===== src/hdl/phr_pkg.sv =====
// Shared types and constants for the palette hue replacement pipeline.
`default_nettype none

package phr_pkg;

    // Palette ranges that are recoloured.
    localparam logic [7:0] SUIT_FIRST  = 8'd192;
    localparam logic [7:0] SUIT_LAST   = 8'd223;
    localparam logic [7:0] PLATE_FIRST = 8'd160;
    localparam logic [7:0] PLATE_LAST  = 8'd191;

    // Hue codes of 120, 240 and 360 degrees, and the last code of sectors 0, 2 and 4.
    localparam logic [7:0] HUE_120     = 8'd85;
    localparam logic [7:0] HUE_240     = 8'd170;
    localparam logic [7:0] HUE_360     = 8'd255;
    localparam logic [7:0] SECTOR0_END = 8'd42;
    localparam logic [7:0] SECTOR2_END = 8'd127;
    localparam logic [7:0] SECTOR4_END = 8'd212;

    // Configuration register indexes.
    localparam int unsigned CFG_ADDR_W = 1;
    localparam logic [CFG_ADDR_W-1:0] REG_SUIT_HUE  = 1'b0;
    localparam logic [CFG_ADDR_W-1:0] REG_PLATE_HUE = 1'b1;

    typedef enum logic [2:0] {
        SEC_RED_TO_YELLOW   = 3'd0,
        SEC_YELLOW_TO_GREEN = 3'd1,
        SEC_GREEN_TO_CYAN   = 3'd2,
        SEC_CYAN_TO_BLUE    = 3'd3,
        SEC_BLUE_TO_MAGENTA = 3'd4,
        SEC_MAGENTA_TO_RED  = 3'd5
    } t_sector;

    // Per-entry information that travels alongside the ratio division.
    typedef struct packed {
        logic       pass;
        t_sector    sector;
        logic [7:0] red;
        logic [7:0] green;
        logic [7:0] blue;
        logic [7:0] hi;
        logic [7:0] lo;
        logic [7:0] span;
    } t_item;

    // Partial remainder and divisor of the ratio division.
    typedef struct packed {
        logic [7:0] rem;
        logic [7:0] den;
    } t_div;

endpackage

`default_nettype wire


===== src/hdl/palette_hue_replace.sv =====
// Top level of the palette hue replacement pipeline.
// Stages in order: the front stage, the division steps, the product stage and the output register.
// Throughput: one beat per cycle; each stage holds its beat only while the stage after it is full.
// The depth is set by the ratio division, which resolves one quotient bit per stage.
// Reset clears every valid bit and loads the hue registers with 30 (suit) and 6 (plate).
`default_nettype none

module palette_hue_replace #(
    parameter int unsigned FRACTION_BITS = 16
) (
    input  wire                            i_clk,
    input  wire                            i_rst_n,
    input  wire                            i_cfg_we,
    input  wire [phr_pkg::CFG_ADDR_W-1:0]  i_cfg_addr,
    input  wire [7:0]                      i_cfg_wdata,
    input  wire                            i_s_tvalid,
    output logic                           o_s_tready,
    // entry_index [7:0], in_red [15:8], in_green [23:16], in_blue [31:24]
    input  wire [31:0]                     i_s_tdata,
    output logic                           o_m_tvalid,
    input  wire                            i_m_tready,
    // out_red [7:0], out_green [15:8], out_blue [23:16]
    output logic [23:0]                    o_m_tdata
);
    import phr_pkg::*;

    localparam int unsigned QW = FRACTION_BITS;

    logic [7:0]    r_suit_hue;
    logic [7:0]    r_plate_hue;
    logic          en    [QW+2];
    logic          valid [QW+1];
    t_item         item  [QW+1];
    t_div          dv    [QW+1];
    logic [QW-1:0] q     [QW+1];
    logic [7:0]    out_red;
    logic [7:0]    out_green;
    logic [7:0]    out_blue;

    always_ff @(posedge i_clk) begin
        if (!i_rst_n) begin
            r_suit_hue  <= 8'd30;
            r_plate_hue <= 8'd6;
        end else if (i_cfg_we) begin
            case (i_cfg_addr)
                REG_SUIT_HUE:  r_suit_hue  <= i_cfg_wdata;
                REG_PLATE_HUE: r_plate_hue <= i_cfg_wdata;
                default: ;
            endcase
        end
    end

    phr_front u_front (
        .i_clk       (i_clk),
        .i_rst_n     (i_rst_n),
        .i_valid     (i_s_tvalid),
        .i_down_en   (en[1]),
        .o_en        (en[0]),
        .i_index     (i_s_tdata[7:0]),
        .i_red       (i_s_tdata[15:8]),
        .i_green     (i_s_tdata[23:16]),
        .i_blue      (i_s_tdata[31:24]),
        .i_suit_hue  (r_suit_hue),
        .i_plate_hue (r_plate_hue),
        .o_valid     (valid[0]),
        .o_item      (item[0]),
        .o_div       (dv[0])
    );

    assign q[0] = '0;

    for (genvar j = 0; j < QW; j++) begin : g_div
        phr_div_step #(.QW(QW)) u_step (
            .i_clk     (i_clk),
            .i_rst_n   (i_rst_n),
            .i_valid   (valid[j]),
            .i_down_en (en[j+2]),
            .o_en      (en[j+1]),
            .i_item    (item[j]),
            .i_div     (dv[j]),
            .i_q       (q[j]),
            .o_valid   (valid[j+1]),
            .o_item    (item[j+1]),
            .o_div     (dv[j+1]),
            .o_q       (q[j+1])
        );
    end

    phr_back #(.QW(QW)) u_back (
        .i_clk   (i_clk),
        .i_rst_n (i_rst_n),
        .i_valid (valid[QW]),
        .o_en    (en[QW+1]),
        .i_item  (item[QW]),
        .i_q     (q[QW]),
        .o_valid (o_m_tvalid),
        .i_ready (i_m_tready),
        .o_red   (out_red),
        .o_green (out_green),
        .o_blue  (out_blue)
    );

    assign o_s_tready = en[0];
    assign o_m_tdata  = {out_blue, out_green, out_red};

    // The pipeline refuses input only when every stage is full behind a stalled output.
    a_ready_only_when_stalled: assert property (@(posedge i_clk) disable iff (!i_rst_n)
        !o_s_tready |-> (o_m_tvalid && !i_m_tready))
        else $error("input refused while output is not stalled");

    a_reset_empties: assert property (@(posedge i_clk)
        !i_rst_n |=> !o_m_tvalid)
        else $error("output valid after reset");

    a_suit_write: assert property (@(posedge i_clk) disable iff (!i_rst_n)
        (i_cfg_we && i_cfg_addr == REG_SUIT_HUE) |=> r_suit_hue == $past(i_cfg_wdata))
        else $error("suit hue write lost");

    a_plate_write: assert property (@(posedge i_clk) disable iff (!i_rst_n)
        (i_cfg_we && i_cfg_addr == REG_PLATE_HUE) |=> r_plate_hue == $past(i_cfg_wdata))
        else $error("plate hue write lost");

endmodule

`default_nettype wire


===== src/hdl/phr_front.sv =====
// First pipeline stage: range selection, channel extremes, hue sector and ratio operands.
`default_nettype none

module phr_front (
    input  wire             i_clk,
    input  wire             i_rst_n,
    input  wire             i_valid,
    input  wire             i_down_en,
    output logic            o_en,
    input  wire [7:0]       i_index,
    input  wire [7:0]       i_red,
    input  wire [7:0]       i_green,
    input  wire [7:0]       i_blue,
    input  wire [7:0]       i_suit_hue,
    input  wire [7:0]       i_plate_hue,
    output logic            o_valid,
    output phr_pkg::t_item  o_item,
    output phr_pkg::t_div   o_div
);
    import phr_pkg::*;

    logic       r_valid;
    t_item      r_item;
    t_div       r_div;
    t_item      n_item;
    t_div       n_div;
    logic       in_suit;
    logic       in_plate;
    logic [7:0] hue;
    logic [7:0] hi_rg;
    logic [7:0] lo_rg;

    assign o_en = !r_valid || i_down_en;

    always_comb begin
        in_suit  = (i_index >= SUIT_FIRST) && (i_index <= SUIT_LAST);
        in_plate = (i_index >= PLATE_FIRST) && (i_index <= PLATE_LAST);
        hue      = in_suit ? i_suit_hue : i_plate_hue;
        hi_rg    = (i_red > i_green) ? i_red : i_green;
        lo_rg    = (i_red < i_green) ? i_red : i_green;

        n_item.pass  = !(in_suit || in_plate);
        n_item.red   = i_red;
        n_item.green = i_green;
        n_item.blue  = i_blue;
        n_item.hi    = (i_blue > hi_rg) ? i_blue : hi_rg;
        n_item.lo    = (i_blue < lo_rg) ? i_blue : lo_rg;
        n_item.span  = n_item.hi - n_item.lo;

        if (hue <= SECTOR0_END) begin
            n_item.sector = SEC_RED_TO_YELLOW;
            n_div.rem     = hue;
            n_div.den     = HUE_120 - hue;
        end else if (hue <= HUE_120) begin
            n_item.sector = SEC_YELLOW_TO_GREEN;
            n_div.rem     = HUE_120 - hue;
            n_div.den     = hue;
        end else if (hue <= SECTOR2_END) begin
            n_item.sector = SEC_GREEN_TO_CYAN;
            n_div.rem     = hue - HUE_120;
            n_div.den     = HUE_240 - hue;
        end else if (hue <= HUE_240) begin
            n_item.sector = SEC_CYAN_TO_BLUE;
            n_div.rem     = HUE_240 - hue;
            n_div.den     = hue - HUE_120;
        end else if (hue <= SECTOR4_END) begin
            n_item.sector = SEC_BLUE_TO_MAGENTA;
            n_div.rem     = hue - HUE_240;
            n_div.den     = HUE_360 - hue;
        end else begin
            n_item.sector = SEC_MAGENTA_TO_RED;
            n_div.rem     = HUE_360 - hue;
            n_div.den     = hue - HUE_240;
        end
    end

    always_ff @(posedge i_clk) begin
        if (!i_rst_n) begin
            r_valid <= 1'b0;
        end else if (o_en) begin
            r_valid <= i_valid;
        end
    end

    always_ff @(posedge i_clk) begin
        if (o_en) begin
            r_item <= n_item;
            r_div  <= n_div;
        end
    end

    assign o_valid = r_valid;
    assign o_item  = r_item;
    assign o_div   = r_div;

endmodule

`default_nettype wire


===== src/hdl/phr_div_step.sv =====
// One restoring division step of the hue ratio, producing one quotient bit per stage.
`default_nettype none

module phr_div_step #(
    parameter int unsigned QW = 16
) (
    input  wire             i_clk,
    input  wire             i_rst_n,
    input  wire             i_valid,
    input  wire             i_down_en,
    output logic            o_en,
    input  phr_pkg::t_item  i_item,
    input  phr_pkg::t_div   i_div,
    input  wire [QW-1:0]    i_q,
    output logic            o_valid,
    output phr_pkg::t_item  o_item,
    output phr_pkg::t_div   o_div,
    output logic [QW-1:0]   o_q
);
    import phr_pkg::*;

    logic          r_valid;
    t_item         r_item;
    t_div          r_div;
    logic [QW-1:0] r_q;
    logic [8:0]    rem2;
    logic [8:0]    diff;
    logic          ge;
    t_div          n_div;

    assign o_en = !r_valid || i_down_en;

    always_comb begin
        rem2      = {i_div.rem, 1'b0};
        diff      = rem2 - {1'b0, i_div.den};
        ge        = rem2 >= {1'b0, i_div.den};
        n_div.den = i_div.den;
        n_div.rem = ge ? diff[7:0] : rem2[7:0];
    end

    always_ff @(posedge i_clk) begin
        if (!i_rst_n) begin
            r_valid <= 1'b0;
        end else if (o_en) begin
            r_valid <= i_valid;
        end
    end

    always_ff @(posedge i_clk) begin
        if (o_en) begin
            r_item <= i_item;
            r_div  <= n_div;
            r_q    <= {i_q[QW-2:0], ge};
        end
    end

    assign o_valid = r_valid;
    assign o_item  = r_item;
    assign o_div   = r_div;
    assign o_q     = r_q;

endmodule

`default_nettype wire


===== src/hdl/phr_back.sv =====
// Last two stages: ratio times span, then channel placement into the output register.
`default_nettype none

module phr_back #(
    parameter int unsigned QW = 16
) (
    input  wire             i_clk,
    input  wire             i_rst_n,
    input  wire             i_valid,
    output logic            o_en,
    input  phr_pkg::t_item  i_item,
    input  wire [QW-1:0]    i_q,
    output logic            o_valid,
    input  wire             i_ready,
    output logic [7:0]      o_red,
    output logic [7:0]      o_green,
    output logic [7:0]      o_blue
);
    import phr_pkg::*;

    logic            r_m_valid;
    t_item           r_m_item;
    logic [QW+7:0]   r_m_prod;
    logic            en_o;
    logic            r_o_valid;
    logic [7:0]      r_red;
    logic [7:0]      r_green;
    logic [7:0]      r_blue;
    logic [7:0]      n_red;
    logic [7:0]      n_green;
    logic [7:0]      n_blue;
    logic [7:0]      third;

    assign en_o = !r_o_valid || i_ready;
    assign o_en = !r_m_valid || en_o;

    always_ff @(posedge i_clk) begin
        if (!i_rst_n) begin
            r_m_valid <= 1'b0;
            r_o_valid <= 1'b0;
        end else begin
            if (o_en) begin
                r_m_valid <= i_valid;
            end
            if (en_o) begin
                r_o_valid <= r_m_valid;
            end
        end
    end

    always_ff @(posedge i_clk) begin
        if (o_en) begin
            r_m_item <= i_item;
            r_m_prod <= i_q * {{QW{1'b0}}, i_item.span};
        end
    end

    always_comb begin
        third = r_m_item.lo + r_m_prod[QW+7:QW];
        case (r_m_item.sector)
            SEC_RED_TO_YELLOW: begin
                n_red = r_m_item.hi; n_green = third; n_blue = r_m_item.lo;
            end
            SEC_YELLOW_TO_GREEN: begin
                n_red = third; n_green = r_m_item.hi; n_blue = r_m_item.lo;
            end
            SEC_GREEN_TO_CYAN: begin
                n_red = r_m_item.lo; n_green = r_m_item.hi; n_blue = third;
            end
            SEC_CYAN_TO_BLUE: begin
                n_red = r_m_item.lo; n_green = third; n_blue = r_m_item.hi;
            end
            SEC_BLUE_TO_MAGENTA: begin
                n_red = third; n_green = r_m_item.lo; n_blue = r_m_item.hi;
            end
            SEC_MAGENTA_TO_RED: begin
                n_red = r_m_item.hi; n_green = r_m_item.lo; n_blue = third;
            end
            default: begin
                n_red = r_m_item.red; n_green = r_m_item.green; n_blue = r_m_item.blue;
            end
        endcase
        if (r_m_item.pass) begin
            n_red   = r_m_item.red;
            n_green = r_m_item.green;
            n_blue  = r_m_item.blue;
        end
    end

    always_ff @(posedge i_clk) begin
        if (en_o) begin
            r_red   <= n_red;
            r_green <= n_green;
            r_blue  <= n_blue;
        end
    end

    assign o_valid = r_o_valid;
    assign o_red   = r_red;
    assign o_green = r_green;
    assign o_blue  = r_blue;

endmodule

`default_nettype wire

===== config.mk =====
export PLATFORM = sky130hd
export DESIGN_NAME = palette_hue_replace
export DESIGN_NICKNAME = d
export VERILOG_FILES = /design/src/hdl/phr_pkg.sv /design/src/hdl/palette_hue_replace.sv /design/src/hdl/phr_front.sv /design/src/hdl/phr_div_step.sv /design/src/hdl/phr_back.sv
export SDC_FILE = /design/constraint.sdc
export NUM_CORES = 2
export LEC_CHECK = 0
export ABC_AREA = 0
export ABC_CLOCK_PERIOD_IN_PS = 8000
export BUFFER_PORTS_ARGS = -buffer_cell sky130_fd_sc_hd__buf_2
export CAP_MARGIN = 20
export CORE_MARGIN = 5
export CORE_UTILIZATION = 50
export CTS_CLUSTER_SIZE = 10
export DETAILED_ROUTE_END_ITERATION = 7
export PLACE_DENSITY = 0.66
export SKIP_CTS_REPAIR_TIMING = 1
export SLEW_MARGIN = 25
export SYNTH_ARGS = -nofsm -noshare
export SYNTH_HDL_FRONTEND = slang
export SYNTH_SLANG_ARGS = --single-unit

===== constraint.sdc =====
create_clock -name i_clk -period 8 [get_ports i_clk]
set_input_delay 0.8 -clock i_clk [delete_from_list [all_inputs] [get_ports i_clk]]
set_output_delay 0.8 -clock i_clk [all_outputs]
set_load 0.1 [all_outputs]

; ---- Word level (Yosys, flattened, before mapping)
; Cells that the tools add are included.
[totals]
input_bits = 46
mem_count = 0
latch_bits = 0
mem_bits_rw = 0
romBits = 0
reg_bits = 1403
[classes]
multipliers = 1
n_lt_le_gt_ge = 29
eq_ne = 5
n_shift = 0
n_reduce_logical = 56
bitwise_logic = 1
mux = 35
div_mod_pow = 0
addsub = 22
[ops]
columns = operator, n
row1 = $mux 8, 23
row2 = $ge 9x8->1, 16
row3 = $sub 8x8->8, 16
row4 = $mux 16, 5
row5 = $pmux 8 s3, 3
row6 = $le 8x8->1 const B, 4
row7 = $mul 16x8->24, 1
row8 = $logic_not 1->1, 20
row9 = $logic_or 1x1->1, 20
row10 = $reduce_or 2->1, 10
row11 = $ge 8x8->1 const B, 2
row12 = $gt 8x8->1, 2
row13 = $le 8x7->1 const B, 2
row14 = $lt 8x8->1, 2
row15 = $sub 8x8->8 const A, 2
row16 = $add 8x8->8, 1
row17 = $le 8x6->1 const B, 1
row18 = $sub 7x8->8 const A, 1
row19 = $sub 8x7->8 const B, 1
row20 = $sub 8x8->8 const B, 1
row21 = $eq 3x2->1 const B, 2
row22 = $eq 3x3->1 const B, 2
row23 = $mux 2, 2
row24 = $reduce_and 2->1, 2
row25 = 6 further kinds, 8

; ---- Depth between registers and ports, before layout
[logic_depth]
ltp_word = 20
depth_mapped = 28

; ---- By module
; From an unflattened synthesis, not the netlist that was laid out.
[unflattened]
hier_cells = 3698
area_unflattened_um2 = 61271.3
[modules_own_cells]
columns = mod, cells_per_inst, n_inst, area_per_inst_um2
row1 = phr_div_step, 155, 16, 3051.7
row2 = phr_back, 703, 1, 7216.9
row3 = phr_front, 445, 1, 4569.4
row4 = palette_hue_replace, 70, 1, 658.1

; ---- Worst setup path after synthesis
; Ideal clock, no wire load.
[synth_timing]
kind = register to output
start = register u_back.r_o_valid, in the netlist u_back.o_valid
end = output port o_s_tready
path_stages_with_launch = 10
setup_slack_ns = 1.285
arrival_time_ns = 5.915
path_cell_list = dfxtp_1 > and3b_1 > clkbuf_1 > and4_1 > and2_1 > inv_1 > nor3_1 > and2_1 > and3_1 > nand2_1
[synth_between]
elab_chain_len = 20
[synth_rtl]
columns = element, line_no
row1 = from (decl), phr_back.sv:25  ; logic r_o_valid;
row2 = from (signal assigned), phr_back.sv:46  ; r_o_valid <= r_m_valid;
row3 = $logic_not 1->1, phr_back.sv:34  ; assign en_o = !r_o_valid || i_ready;
row4 = $logic_or 1x1->1, phr_back.sv:34
row5 = $logic_or 1x1->1, phr_back.sv:35  ; assign o_en = !r_m_valid || en_o;
row6 = $logic_or 1x1->1 (4 in a row), phr_div_step.sv:31  ; assign o_en = !r_valid || i_down_en;
row7 = named net g_div[11].u_step.i_down_en, phr_div_step.sv:10  ; input wire i_down_en,
row8 = $logic_or 1x1->1 (12 in a row), phr_div_step.sv:31
row9 = $logic_or 1x1->1, phr_front.sv:33  ; assign o_en = !r_valid || i_down_en;
row10 = to (decl), palette_hue_replace.sv:17  ; output logic o_s_tready,
; The timed path passes the listed nets, and every way through them passes these cells.

; ---- Worst setup path after layout
[layout_timing]
start = register g_div[15].u_step.r_item (netlist bit g_div[15].u_step.o_item[4])
end = register u_back.r_m_prod[23], data pin
[layout_between]
elab_chain_len = 1
[layout_rtl]
columns = element, line_no
row1 = from (decl), phr_div_step.sv:23  ; t_item r_item;
row2 = from (signal assigned), phr_div_step.sv:51  ; r_item <= i_item;
row3 = $mul 16x8->24, phr_back.sv:54  ; r_m_prod <= i_q * {{QW{1'b0}}, i_item.span};
row4 = to (signal assigned), phr_back.sv:54
row5 = to (decl), phr_back.sv:23  ; logic [QW+7:0] r_m_prod;
; Every way passes these cells.
; A chain may end at the register's enable or synchronous reset.

==> metrics.txt <==
Via density=around 5; leakage power total=24.4 nW; estimated wirelength of the detail-placed design=just over 50 mm; relative contribution of sequential cells to total power=between 30% and 40%; syn_nets=~3.7k; maximum number of buffers from clock root to sink=3; Final GP Congestion=a little over 0.8; fin crit period=about 5600 ps; clock skew=between 50 and 60 ps; combined global-route utilization of all metal layers=between 10% and 20%; Final Cycle Share=70.1%; Ys Warns=0; number of nets in the layout=a little under 4k; worst stage delay on the critical path=about 620 ps; aggregate global routing overflow=0; cell internal pwr=0.0191 W; Cells after Synth=between 3k and 4k; ANT nets after route=0; vias in the first global route=26.7k; Setup Total Neg Slack=0 ps; clock slew at the register clock pins of the worst setup and hold paths=50 ps; 1st-iter DRT viols=approximately 1.3k; maximum fanout along the worst path=16; CP arrival=6080 ps; fraction of the yosys area taken by sequential cells=74.5%; cell at the slowest stage of the critical path=edfxtp_1; DRC violations left=0; total power draw=about 0.028 W; first-pass GRT wire length=133 mm; overall die area=~120,000 um^2; portion of total power attributed to combinational logic=38.9%; num rows=between 100 and 150; Initial Util=between 50% and 60%; detailed-route wire length=between 70 and 80 mm; share of layout cells above drive strength 1=roughly 11%; register bit count reported by yosys=roughly 1.4k; buffer cell driving the clock tree root=clkbuf_16; Num CTS Buffers=159; required time of the critical path=approximately 8500 ps; worst setup path category=reg -> reg; crit start category=flop; count of final setup violators=0; CP cell instances=and2_1 -> fa_1 -> inv_1 -> fa_1 -> inv_1 -> fa_1 -> inv_1 -> fa_1 -> inv_1 -> ha_1 -> a2111oi_0 -> o31ai_1 -> a31o_2 -> o211ai_1 -> o31ai_1 -> a41o_1 -> nor4_1 -> a311oi_1; EDFF count, synth=~1.4k; CP Capture Type=flop; DR vias=25.5k; Async SR Flop Fraction=0%; gate family responsible for the most delay along the worst path=adder cells; net switching power=0.00925 W; slew at the pin closest to its max-slew limit=approximately 1000 ps; proportion of total power due to net switching=approximately a third; upper clock frequency limit=approximately 180 MHz; quantity of I/O buffers inserted on ports=66; result of the run=complete, no violations; growth of design area from synthesis to finish=12.3%; Synth Area per Inst=16.5 um^2; share of total power in the clock network=22.1%; most common cell after layout, fill and taps aside=edfxtp_1; placeable core area=approximately 110,000 um^2; post-synthesis cell type count=64; worst slew slack as a fraction of its limit=30.7%; Pwr Density=about 460 nW/um^2; CTS tree=built; Die H=approximately 340 um; mean routed wirelength per cell=between 15 and 20 um; Peak VDD IR=roughly 0.0010 V; top-level I/O count=a little over 70; count of max-cap constraint violations=0; core occupancy in the finished layout=a little under three fifths; Buffers & Inverters on Critical Path=4; Pre-Repair DR Iteration Count=5; minimum hold slack=~290 ps; number of clock sinks=between 1k and 1.5k; diode insertion count for antenna repair=0; Top FF cell, synth=edfxtp_1; unrepaired setup endpoints after global routing=no; Die Width=~340 um; summed instance area of the synthesized netlist=about 55,000 um^2; maximum number of pins on one net before global-route repair=83; leading cell types in the layout, fill and taps excluded=edfxtp_1 (1,351), inv_1 (339), ha_1 (215), nor2_1 (170), nand2_1 (163); initial antenna violation count=0; number of pins with negative max-slew slack in the final report=0; source-to-sink clock delay at the later pin of the worst-skew pair=~740 ps; HP Class=in -> reg; number of H-tree branching levels=4; Hold Vio Cnt, Final=0
## state kept, by name, indices dropped and copies added, names as in the netlist
signal	cells
u_back.o_red	8
u_front.o_item	52
r_plate_hue	8
g_div.u_step.o_q	136
u_front.o_div	15
g_div.u_step.o_div	240
r_suit_hue	8
u_back.r_m_valid	1
u_back.r_m_prod	8
u_back.o_valid	1
u_back.r_m_item	44
g_div.u_step.o_item	832
g_div.u_step.o_valid	16
u_front.o_valid	1
u_back.o_green	8
u_back.o_blue	8
## final timing paths
kind / from / to / slack (ps) / cells past startpoint
worst min register to register: g_div[14].u_step.o_q[11] / g_div[15].u_step.o_q[12] / 390 / 0
worst max register to register: g_div[15].u_step.o_item[4] / u_back.r_m_prod[23] / 2390 / 18
worst max-delay path: g_div[15].u_step.o_item[4] / u_back.r_m_prod[23] / 2390 / 18
worst min-delay path: i_s_tdata[22] / u_front.o_item[38] / 290 / 1
## Yosys cell counts, drive strengths merged (8+ instances only)
library cell / count / area [um^2]
a211oi: 20 / 225
a21o: 26 / 195
buf: 9 / 47.5
o21a: 55 / 413
nor2: 170 / 638
nand4: 21 / 131
a31oi: 8 / 56.3
edfxtp: 1351 / 40600
xor2: 26 / 228
a21boi: 45 / 338
xnor2: 64 / 561
ha: 215 / 2690
nand3: 29 / 145
nor3: 24 / 120
nand2b: 32 / 200
o21ai: 126 / 634
a221oi: 11 / 103
nand2: 170 / 638
a21oi: 115 / 576
clkbuf: 34 / 128
inv: 348 / 1310
nor2b: 43 / 269
fa: 100 / 2000
nor4: 16 / 100
mux2i: 44 / 464
dfxtp: 35 / 701
and2: 81 / 507
mux2: 82 / 923
## per-stage QoR
step,std cells,setup slack [ps],area (um^2)
floorplan,3360,1290,55400
global placement,4891,1990,57600
detailed placement,4891,2000,57600
CTS,5112,2330,62200
global route,5114,2090,62200
finish,5114,2390,62200
## power by group through the flow
stage                     sequential, W  combinational [W]  clock, W
after floorplan                  0.0110            0.00881         0
after global placement           0.0111             0.0109         0
after detailed placement         0.0112             0.0111         0
after CTS                        0.0111             0.0112   0.00647
after global routing             0.0112             0.0128   0.00681
final                            0.0110             0.0110   0.00627
## cell families (layout without fill, tap and decap cells)
logic type / count (synthesis) / in the layout / share of synthesized area [%]
DFF: 1386 / 1386 / 74.5
and+or+nand+nor: 603 / 603 / 5.18
AOI/OAI and AO/OA: 448 / 448 / 5.27
buffers and inverters: 391 / 657 / 2.67
adders and majority gates: 315 / 315 / 8.47
muxes: 126 / 126 / 2.50
xor gates and xnor gates: 90 / 90 / 1.42
other: 1 / 1 / 0.00677
## area by class of cell
type	count	area, um^2
Timing Repair Buffer	88	539
Sequential cell	1386	41300
Clock buffer	203	4230
Inverter	348	1310
Multi-Input combinational cell	1583	12700
Clock inverter	18	284
Tap cell	1488	1860
Fill cell	8389	48100
## layer usage
| layer | up-vias | track usage [%] | wire length (um) |
|---|---|---|---|
| li1 | 12633 | - | - |
| met1 | 12267 | 17.6 | 33900 |
| met2 | 402 | 23.6 | 40000 |
| met3 | 158 | 2.86 | 3040 |
| met4 | 0 | 5.23 | 2060 |
| met5 | - | 0 | 0 |
No activity file was read; power rests on OpenSTA's default activity.
